$ cat src/rtl/shared_buffer_double_stack_defines.svh
// Assertion macros shared by the shared_buffer_double_stack RTL.
// Users need clk_i and rst_ni in scope where a macro is expanded.
`ifndef SHARED_BUFFER_DOUBLE_STACK_DEFINES_SVH
`define SHARED_BUFFER_DOUBLE_STACK_DEFINES_SVH

// Check that a property holds at every clock edge outside reset.
`define SBDS_ASSERT(label, prop, msg) \
  label: assert property (@(posedge clk_i) disable iff (!rst_ni) (prop)) else $error(msg);

// Check that a trigger is followed by a consequence in the next cycle.
`define SBDS_ASSERT_NEXT(label, trig, cons, msg) \
  label: assert property (@(posedge clk_i) disable iff (!rst_ni) (trig) |=> (cons)) \
    else $error(msg);

`endif

$ cat src/rtl/sbds_pkg.sv
// Package for the shared-array double stack: sizes, payload structs, codes.
// Used by sbds_ctrl, sbds_dp and shared_buffer_double_stack.
`timescale 1ns / 1ps

package sbds_pkg;

  localparam int unsigned DEPTH  = 128;
  localparam int unsigned ADDR_W = $clog2(DEPTH);
  localparam int unsigned CNT_W  = $clog2(DEPTH + 1);
  localparam int unsigned DATA_W = 32;

  localparam logic ACT_PUSH  = 1'b0;
  localparam logic ACT_POP   = 1'b1;
  localparam logic STK_LOWER = 1'b0;
  localparam logic STK_UPPER = 1'b1;

  typedef enum logic [1:0] {
    ST_DONE  = 2'd0,
    ST_FULL  = 2'd1,
    ST_EMPTY = 2'd2
  } status_e;

  typedef struct packed {
    logic                     action;
    logic                     which_stack;
    logic signed [DATA_W-1:0] push_value;
  } in_t;

  typedef struct packed {
    logic signed [DATA_W-1:0] popped_value;
    logic [1:0]               status;
  } out_t;

  typedef enum logic [1:0] {
    FSM_IDLE,
    FSM_EXEC,
    FSM_READ
  } fsm_e;

  // Controller to datapath
  typedef struct packed {
    logic latch;
    logic exec;
    logic emit_now;
    logic emit_pop;
  } cmd_t;

  // Datapath to controller
  typedef struct packed {
    logic pop_ok;
  } stat_t;

endpackage

$ cat src/rtl/shared_buffer_double_stack.sv
// Two stacks in one 128-word array. A push or refused pop gives its result
// from the item register and then the result register; a successful pop
// also passes the registered memory read first. A new item is taken only
// while busy is low; busy is low again in the cycle the result shows.
// Reset (async, active low) empties both stacks; the array itself is not
// cleared. The receiver cannot stall: each result strobes done_o once.
`timescale 1ns / 1ps

module shared_buffer_double_stack (
  input  logic           clk_i,
  input  logic           rst_ni,
  input  logic           start,
  output logic           busy,
  input  sbds_pkg::in_t  item_i,
  output sbds_pkg::out_t result_o,
  output logic           done_o
);
  import sbds_pkg::*;

  cmd_t  cmd;
  stat_t stat;

  sbds_ctrl u_ctrl (
    .clk_i  (clk_i),
    .rst_ni (rst_ni),
    .start  (start),
    .busy   (busy),
    .stat_i (stat),
    .cmd_o  (cmd)
  );

  sbds_dp u_dp (
    .clk_i    (clk_i),
    .rst_ni   (rst_ni),
    .item_i   (item_i),
    .cmd_i    (cmd),
    .stat_o   (stat),
    .result_o (result_o),
    .done_o   (done_o)
  );

endmodule

$ cat src/rtl/sbds_ctrl.sv
// Sequencer for the double stack: accept, execute, optional memory read.
// Depends on sbds_pkg.
`timescale 1ns / 1ps

module sbds_ctrl (
  input  logic           clk_i,
  input  logic           rst_ni,
  input  logic           start,
  output logic           busy,
  input  sbds_pkg::stat_t stat_i,
  output sbds_pkg::cmd_t  cmd_o
);
  import sbds_pkg::*;

  fsm_e state_q, state_d;

  always_ff @(posedge clk_i or negedge rst_ni) begin
    if (!rst_ni) begin
      state_q <= FSM_IDLE;
    end else begin
      state_q <= state_d;
    end
  end

  always_comb begin
    state_d = state_q;
    case (state_q)
      FSM_IDLE: begin
        if (start) state_d = FSM_EXEC;
      end
      FSM_EXEC: begin
        state_d = stat_i.pop_ok ? FSM_READ : FSM_IDLE;
      end
      FSM_READ: begin
        state_d = FSM_IDLE;
      end
      default: begin
        state_d = FSM_IDLE;
      end
    endcase
  end

  always_comb begin
    cmd_o = '0;
    busy  = 1'b1;
    case (state_q)
      FSM_IDLE: begin
        busy        = 1'b0;
        cmd_o.latch = start;
      end
      FSM_EXEC: begin
        cmd_o.exec     = 1'b1;
        cmd_o.emit_now = !stat_i.pop_ok;
      end
      FSM_READ: begin
        cmd_o.emit_pop = 1'b1;
      end
      default: begin
        busy = 1'b1;
      end
    endcase
  end

endmodule

$ cat src/rtl/sbds_dp.sv
// Datapath for the double stack: item register, both tops, shared memory,
// result register. Depends on sbds_pkg and the assertion macro header.
`timescale 1ns / 1ps
`include "shared_buffer_double_stack_defines.svh"

module sbds_dp (
  input  logic            clk_i,
  input  logic            rst_ni,
  input  sbds_pkg::in_t   item_i,
  input  sbds_pkg::cmd_t  cmd_i,
  output sbds_pkg::stat_t stat_o,
  output sbds_pkg::out_t  result_o,
  output logic            done_o
);
  import sbds_pkg::*;

  localparam logic [CNT_W-1:0] DEPTH_C = CNT_W'(DEPTH);

  logic signed [DATA_W-1:0] mem [DEPTH];

  in_t                      item_q;
  logic [CNT_W-1:0]         lower_q, lower_d;
  logic [CNT_W-1:0]         upper_q, upper_d;
  logic signed [DATA_W-1:0] rd_q;
  out_t                     res_q, res_d;
  logic                     done_q, done_d;

  logic                     is_push, sel_lower, full, empty_sel;
  logic [CNT_W-1:0]         lower_m1, upper_m1;
  status_e                  op_status;
  logic                     wr_en, rd_en;
  logic [ADDR_W-1:0]        wr_addr, rd_addr;

  always_comb begin
    is_push   = (item_q.action == ACT_PUSH);
    sel_lower = (item_q.which_stack == STK_LOWER);
    full      = (lower_q == upper_q);
    lower_m1  = lower_q - 1'b1;
    upper_m1  = upper_q - 1'b1;
    empty_sel = sel_lower ? (lower_q == '0) : (upper_q == DEPTH_C);
    if (is_push) begin
      op_status = full ? ST_FULL : ST_DONE;
    end else begin
      op_status = empty_sel ? ST_EMPTY : ST_DONE;
    end
    stat_o.pop_ok = !is_push && !empty_sel;
    wr_en   = cmd_i.exec && is_push && !full;
    rd_en   = cmd_i.exec && stat_o.pop_ok;
    wr_addr = sel_lower ? lower_q[ADDR_W-1:0] : upper_m1[ADDR_W-1:0];
    rd_addr = sel_lower ? lower_m1[ADDR_W-1:0] : upper_q[ADDR_W-1:0];
  end

  // Advance the named top only when the operation goes through
  always_comb begin
    lower_d = lower_q;
    upper_d = upper_q;
    if (cmd_i.exec && op_status == ST_DONE) begin
      case ({is_push, sel_lower})
        {ACT_PUSH == 1'b0, 1'b1}: lower_d = lower_q + 1'b1;
        {ACT_PUSH == 1'b0, 1'b0}: upper_d = upper_m1;
        {ACT_PUSH == 1'b1, 1'b1}: lower_d = lower_m1;
        default:                  upper_d = upper_q + 1'b1;
      endcase
    end
  end

  always_comb begin
    res_d  = res_q;
    done_d = cmd_i.emit_now || cmd_i.emit_pop;
    if (cmd_i.emit_now) begin
      res_d.popped_value = '0;
      res_d.status       = op_status;
    end else if (cmd_i.emit_pop) begin
      res_d.popped_value = rd_q;
      res_d.status       = ST_DONE;
    end
  end

  always_ff @(posedge clk_i or negedge rst_ni) begin
    if (!rst_ni) begin
      lower_q <= '0;
      upper_q <= DEPTH_C;
      done_q  <= 1'b0;
    end else begin
      lower_q <= lower_d;
      upper_q <= upper_d;
      done_q  <= done_d;
    end
  end

  always_ff @(posedge clk_i) begin
    if (cmd_i.latch) item_q <= item_i;
    res_q <= res_d;
  end

  always_ff @(posedge clk_i) begin
    if (wr_en) mem[wr_addr] <= item_q.push_value;
    if (rd_en) rd_q <= mem[rd_addr];
  end

  assign result_o = res_q;
  assign done_o   = done_q;

  `SBDS_ASSERT(a_tops_ordered, lower_q <= upper_q, "stack tops crossed")
  `SBDS_ASSERT(a_upper_bound, upper_q <= DEPTH_C, "upper top beyond array end")
  `SBDS_ASSERT_NEXT(a_pop_emits, rd_en, cmd_i.emit_pop, "pop read not followed by result")
  `SBDS_ASSERT_NEXT(a_single_strobe, done_q, !done_q, "result strobe held two cycles")

endmodule
$ cat config.mk
export PLATFORM = sky130hd
export DESIGN_NAME = shared_buffer_double_stack
export DESIGN_NICKNAME = d
export VERILOG_FILES = /design/src/rtl/sbds_pkg.sv /design/src/rtl/shared_buffer_double_stack.sv /design/src/rtl/sbds_ctrl.sv /design/src/rtl/sbds_dp.sv
export VERILOG_INCLUDE_DIRS = /design/src /design/src/rtl
export SDC_FILE = /design/constraint.sdc
export NUM_CORES = 2
export LEC_CHECK = 0
export ABC_CLOCK_PERIOD_IN_PS = 9280
export BUFFER_PORTS_ARGS = -buffer_cell sky130_fd_sc_hd__buf_2
export CORE_MARGIN = 4
export CORE_UTILIZATION = 50
export CTS_BUF_LIST = sky130_fd_sc_hd__clkbuf_4 sky130_fd_sc_hd__clkbuf_8
export DETAILED_ROUTE_END_ITERATION = 12
export PLACE_DENSITY = 0.66
export SYNTH_ARGS = -nofsm -noshare
export SYNTH_HDL_FRONTEND = slang
export SYNTH_SLANG_ARGS = --single-unit
$ cat constraint.sdc
create_clock -name clk_i -period 9.28 [get_ports clk_i]
set_clock_uncertainty 0.05 [all_clocks]
set_input_delay 0 -clock clk_i [delete_from_list [all_inputs] [get_ports clk_i]]
set_output_delay 0 -clock clk_i [all_outputs]
set_load 0.05 [all_outputs]
; Word-level counts from Yosys, hierarchy flattened
; Memories as Yosys holds them, arrays and structs flattened. A register that Yosys moved wholly into a read port is not among the register bits.
; Cells that the tools add are included.
; W data, S select, Z words.
[word_totals]
ff_bits = 87
mem_bits_rw = 4096
mem_count = 1
[mem_list]
columns = memory, depth, width, read_ports, rd_ports_with_merged_regs, wr, line_no
row1 = u_dp.mem, 128, 32, 1, 1, 1, sbds_dp.sv:19  ; logic signed [DATA_W-1:0] mem [DEPTH];
[op_classes]
n_addsub = 4
n_eq_ne = 8
muxes = 19
n_bitwise = 3
reduce_logical = 17
[op_table]
columns = operator, n
row1 = $pmux W8 S2, 2
row2 = $add A8 B1 Y8 const B, 2
row3 = $sub A8 B1 Y8 const B, 2
row4 = $mux W2, 7
row5 = $mux W7, 2
row6 = $eq A8 B8 Y1, 1
row7 = $eq A8 B8 Y1 const B, 1
row8 = $logic_not A8 Y1, 1
row9 = $mux W1, 7
row10 = $eq A2 B2 Y1 const B, 3
row11 = $logic_and A1 B1 Y1, 5
row12 = $eq A2 B1 Y1 const B, 2
row13 = $logic_not A2 Y1, 2
row14 = $pmux W2 S2, 1
row15 = $reduce_and A2 Y1, 2
row16 = $reduce_bool A2 Y1, 2
row17 = $logic_not A1 Y1, 3
row18 = $not A1 Y1, 3
row19 = $ne A2 B2 Y1 const B, 1
row20 = $reduce_or A2 Y1, 1
row21 = $logic_or A1 B1 Y1, 1

; Depth between registers and ports, before layout
[logic_depth]
word_depth = 10
mapped_depth = 16

; Hierarchy
; A second synthesis with hierarchy kept.
[hier_totals]
cells_unflattened = 11135
area_unflattened_um2 = 165456.2
[by_module_without_submodules]
columns = module, instances, cells_per_inst, area_each_um2
row1 = sbds_dp, 1, 11126, 165351.1
row2 = sbds_ctrl, 1, 9, 105.1

; Worst setup path before layout
; OpenSTA, ideal clock, no wires.
[synth_timing]
path_type = register to register
startpoint = register u_dp.upper_q[0]
endpoint = memory u_dp.mem[106][0] (enable)
setup_ns = 0.421
t_arrival_ns = 3.431
required_time_ns = 8.809
slack_ns = 5.378
stages_incl_launch_ff = 13
path_buffers = 7
synth_period_minus_slack_ns = 3.902
path_cell_list = dfrtp_1 -> buf_2 -> nand2_2 -> a21boi_1 -> buf_4 -> buf_6 -> buf_4 -> buf_4 -> buf_2 -> nor2_1 -> nand2_1 -> buf_2 -> nor2_1
[synth_between]
elab_chain_len = 5
word_cells_on_any_way = 7
[synth_lines]
columns = element, line_no
row1 = from (decl), sbds_dp.sv:23  ; logic [CNT_W-1:0] upper_q, upper_d;
row2 = from (signal assigned), sbds_dp.sv:86  ; upper_q <= upper_d;
row3 = "parallel branches: the longest is 5 deep, another holds $sub A8 B1 Y8", --
row4 = to (decl), sbds_dp.sv:19
; Several ways; the timed one is not identified.

; Final worst setup path
[layout_timing]
startpoint = register u_dp.lower_q[0]
endpoint = register u_dp.rd_q[18], read port of u_dp.mem, data pin
[layout_between]
elab_chain_len = 5
word_cells_on_any_way = 7
[layout_lines]
columns = element, line_no
row1 = from (decl), sbds_dp.sv:22  ; logic [CNT_W-1:0] lower_q, lower_d;
row2 = from (signal assigned), sbds_dp.sv:85  ; lower_q <= lower_d;
row3 = "parallel branches: the longest is 5 deep, another holds $sub A8 B1 Y8", --
row4 = to (decl), sbds_dp.sv:24  ; logic signed [DATA_W-1:0] rd_q;
; Several ways; the timed one is not identified.
; A chain may end at the register's enable or synchronous reset.

==> impl_table.tex <==
\begin{tabular}{lr}
\hline
Metric & Value \\
\hline
\multicolumn{2}{l}{\textbf{Floorplan}} \\
\quad Core area & 324000 um\^{}2 \\
\quad Horiz. Die Dim & 579 um \\
\quad Die Ht & 579 um \\
\quad Full die area & 335000 um\^{}2 \\
\quad Initial core utilization & 50.2\% \\
\quad I/O pins & 73 \\
\quad Row Count & 209 \\
\multicolumn{2}{l}{\textbf{Placed design}} \\
\quad HPWL reported at the end of detailed placement & 248000 um \\
\quad Placed cells & 12800 \\
\quad Setup slack after placement & 3.61 ns \\
\quad GPL Wtd Cong & 0.854 \\
\quad Number of buffer cells added on primary ports & 72 \\
\multicolumn{2}{l}{\textbf{Timing}} \\
\quad Final Max Tran Viols & 0 \\
\quad Max frequency & 171 MHz \\
\quad Worst-Margin Slew & 1.28 ns \\
\quad Final-layout setup total negative slack & 0 ns \\
\quad Worst-case hold slack & 0.155 ns \\
\quad Portion of the clock cycle consumed by the worst path in the final layout & 63.1\% \\
\quad Final Hold Vio Count & 0 \\
\quad Unrepaired setup endpoints after global routing & false \\
\quad Setup violations, final & 0 \\
\quad Final WS setup & 3.42 ns \\
\quad Max transition margin & 12.5\% \\
\quad Minimum period implied by the final worst setup slack & 5.86 ns \\
\multicolumn{2}{l}{\textbf{Logic synthesis}} \\
\quad Cell Area, Synth & 163000 um\^{}2 \\
\quad Average size of a mapped cell & 18.8 um\^{}2 \\
\quad YS warnings & 0 \\
\quad Synth Net Count & 8704 \\
\quad Share of synthesized flip-flops with an asynchronous set or reset & 0.451\% \\
\quad Main flop type after synthesis & edfxtp\_1 \\
\quad Yosys reg bits & 4215 \\
\quad Cell count after synthesis & 8662 \\
\quad Count of distinct cell types in the synthesized netlist & 74 \\
\quad Sequential fraction of the synthesis area & 77.5\% \\
\quad Number of enable-type register cells in the synthesized netlist & 4164 \\
\multicolumn{2}{l}{\textbf{Pwr}} \\
\quad Share of power burned in registers & 40.8\% \\
\quad Power after layout & 53.1 mW \\
\quad Static Leak & 59.5 nW \\
\quad Psw & 18.1 mW \\
\quad Switching part of the total power & 34.1\% \\
\quad VDD IR max & 0.274 mV \\
\quad Relative contribution of combinational cells to total power & 30.1\% \\
\quad Pwr per Cell Area & 289 nW/um\^{}2 \\
\quad Internal power & 35.0 mW \\
\quad Relative contribution of the clock network to total power & 29.1\% \\
\multicolumn{2}{l}{\textbf{Cells and area}} \\
\quad Count of non-filler cells in the finished layout & 14100 \\
\quad Share of post-route cells with drive strength above 1 & 24.0\% \\
\quad Count of nets after finishing & 9333 \\
\quad Area delta synth->final & 12.8\% \\
\quad Number of fill cells & 24100 \\
\multicolumn{2}{l}{\textbf{Detailed routing}} \\
\quad DR vias & 88900 \\
\quad Wirelength, routed & 458000 um \\
\quad Average routed wire per standard cell & 32.4 um \\
\quad Violation count after the first detailed-route iteration & 12600 \\
\quad Via count normalized by instance count & 6.29 \\
\quad Remaining antenna violation count & 0 \\
\quad Number of iterations in the first detailed-routing pass & 6 \\
\quad DRC violation count after routing & 0 \\
\multicolumn{2}{l}{\textbf{Worst setup path}} \\
\quad Logic depth of the worst register-to-register path & 13 \\
\quad Required time of the worst setup path & 10.21 ns \\
\quad Reg-to-reg critical path endpoint & u\_dp.rd\_q[18] \\
\quad Element type at the critical path start & register \\
\quad CP Capture Type & register \\
\quad Maximum fanout along the worst path & 134 \\
\quad Startpoint of the worst-slack reg-to-reg timing path & u\_dp.lower\_q[0] \\
\quad Arrival time reported for the critical path endpoint & 6.79 ns \\
\quad Setup Crit Path Kind & register to register \\
\quad Reg2reg setup slack & 3.42 ns \\
\multicolumn{2}{l}{\textbf{Flow run}} \\
\quad Number of max-cap violations & 0 \\
\multicolumn{2}{l}{\textbf{Clock network}} \\
\quad Clock Tree Root & clkbuf\_8 \\
\quad Level count of the clock H-tree & 6 \\
\quad Cells resized by post-CTS repair & 0 \\
\quad Clock tree from TritonCTS & built \\
\quad Register clock-pin slew on the reported worst setup and hold paths & 0.06 ns \\
\quad Clock Path Buffers & 4 \\
\quad Insertion delay to the later sink of the worst-skew pair & 1.22 ns \\
\quad Number of clock sinks & 4215 \\
\quad Number of CTS-inserted buffers & 661 \\
\multicolumn{2}{l}{\textbf{GRT}} \\
\quad Antenna violations before repair & 24 \\
\quad GRT Overall Usage & 27.0\% \\
\quad Wire length of the first global-routing pass & 648000 um \\
\quad Largest net degree at the start of global routing & 135 \\
\quad Vias in the first global route & 89100 \\
\quad Leftover overflow at the end of global routing & 0 \\
\multicolumn{2}{l}{\textbf{Status}} \\
\quad Result of the run & finished clean \\
\multicolumn{2}{l}{\textbf{Hold path}} \\
\quad Type of the worst min-delay path & input pin to async pin \\
\hline
\end{tabular}
## routing by layer
layer	GRT usage [%]	vias up	share of wire (%)	routed length, um
li1	-	36300	-	-
met1	36.6	46300	37	170000
met2	43.5	5438	48	221000
met3	5.70	834	11	49000
met4	10.5	2	4.0	18300
met5	0	-	0.0028	13
## worst max path at each step
stage                    startpoint               end  slack (ns)  cells past startpoint
finish              u_dp.lower_q[0]     u_dp.rd_q[18]        3.42                     13
global route        u_dp.lower_q[0]     u_dp.rd_q[17]        3.38                     13
CTS                 u_dp.lower_q[0]     u_dp.rd_q[17]        3.58                     13
detailed placement  u_dp.lower_q[0]     u_dp.rd_q[17]        3.61                     13
global placement    u_dp.lower_q[0]     u_dp.rd_q[17]        3.57                     13
floorplan           u_dp.upper_q[0]  u_dp.mem[106][0]        5.38                     12
## final cells by class
| type | instances | area (um^2) | share of cell area, % |
|---|---|---|---|
| Inverter | 8 | 30.0 | 0.0164 |
| Timing Repair Buffer | 484 | 3990 | 2.17 |
| Clock inverter | 263 | 1870 | 1.02 |
| Tap cell | 4325 | 5410 | 2.95 |
| Multi-Input combinational cell | 3921 | 35100 | 19.1 |
| Clock buffer | 912 | 11100 | 6.02 |
| Sequential cell | 4215 | 126000 | 68.7 |
| Antenna cell | 14 | 35.0 | 0.0191 |
## registers in the layout, indices dropped and copies added (netlist names)
register and count:
u_dp.done_o 1, u_dp.rd_q 32, u_dp.result_o 34, u_ctrl.state_q 2, u_dp.mem 4096, u_dp.lower_q 8
u_dp.item_q 34, u_dp.upper_q 8
## placed cells by master (no fill, tap or decap), drive strengths merged, types with 14 or more instances in the layout
cell         count
o22ai           92
dfrtp           18
a211oi          61
inv             44
clkinvlp        15
nor3            59
mux4           697
mux2            21
nand2         1238
dlygate4sd3    105
edfxtp        4164
o221ai          49
a32oi           78
buf            379
a21oi          226
diode           14
clkbuf         912
nand4           34
nand3          329
xor2            17
a31oi          125
and3            62
o221a           25
a32o            26
mux2i          335
o21ai           73
a2111oi         25
o32ai           25
nor2           208
dfxtp           32
clkinv         199
## critical path: stages, from the launching register on
cell	delay, ns
dfrtp_1	0.66
inv_2	0.13
ha_1	0.38
nand2b_2	0.09
buf_4	0.26
and2_4	0.64
buf_12	0.46
buf_12	0.66
mux2i_1	0.17
o22ai_1	0.21
a21oi_1	0.12
a21oi_1	0.43
nand3_1	0.75
nand3_1	0.30
## cells by family after synthesis
| kind of cell | synth area share (%) |
|---|---|
| AOI/OAI and AO/OA | 3.67 |
| xor gates and xnor gates | 0.166 |
| adders and majority gates | 0.0384 |
| buffers and inverters | 1.68 |
| DFF | 77.5 |
| muxes | 11.9 |
| and+or+nand+nor | 5.10 |
## cells in the mapped netlist (62+ instances only)
cell	instances	share of area [%]
mux4_2	697	9.6
and3_1	62	0.24
buf_4	115	0.53
a32oi_1	78	0.42
mux2i_1	334	2.1
a31oi_1	125	0.48
o21ai_0	68	0.21
clkbuf_1	174	0.40
edfxtp_1	4164	77
buf_2	189	0.58
nor2_1	203	0.47
o22ai_1	92	0.35
nand2_1	1234	2.8
nand3_1	329	1.0
a21oi_1	226	0.69
## power by group through the flow
| stage | clock (mW) | combinational [mW] | sequential, mW |
|---|---|---|---|
| 4_1_cts | 15.6 | 16.0 | 21.7 |
| 5_1_grt | 16.6 | 16.8 | 21.7 |
| 6_report | 15.4 | 16.0 | 21.7 |
| 3_5_place_dp | 0 | 15.9 | 22.1 |
| 2_1_floorplan | 0 | 10.1 | 22.3 |
| 3_3_place_gp | 0 | 15.7 | 22.0 |
## timing repair
action                                  4_1_cts  5_1_grt
hold endpoints to repair                     88        0
buffers inserted                              0        0
hold buffers                                105        0
endpoints found under the setup margin        0        0
## stage by stage
stage / util (%) / area, um^2
final: 56.6 / 184000
after floorplan: - / 163000
after global routing: 56.6 / 184000
after detailed placement: 52.3 / 170000
after CTS: 56.6 / 184000
after global placement: 52.3 / 170000
Power figures use the tool's default switching activity.
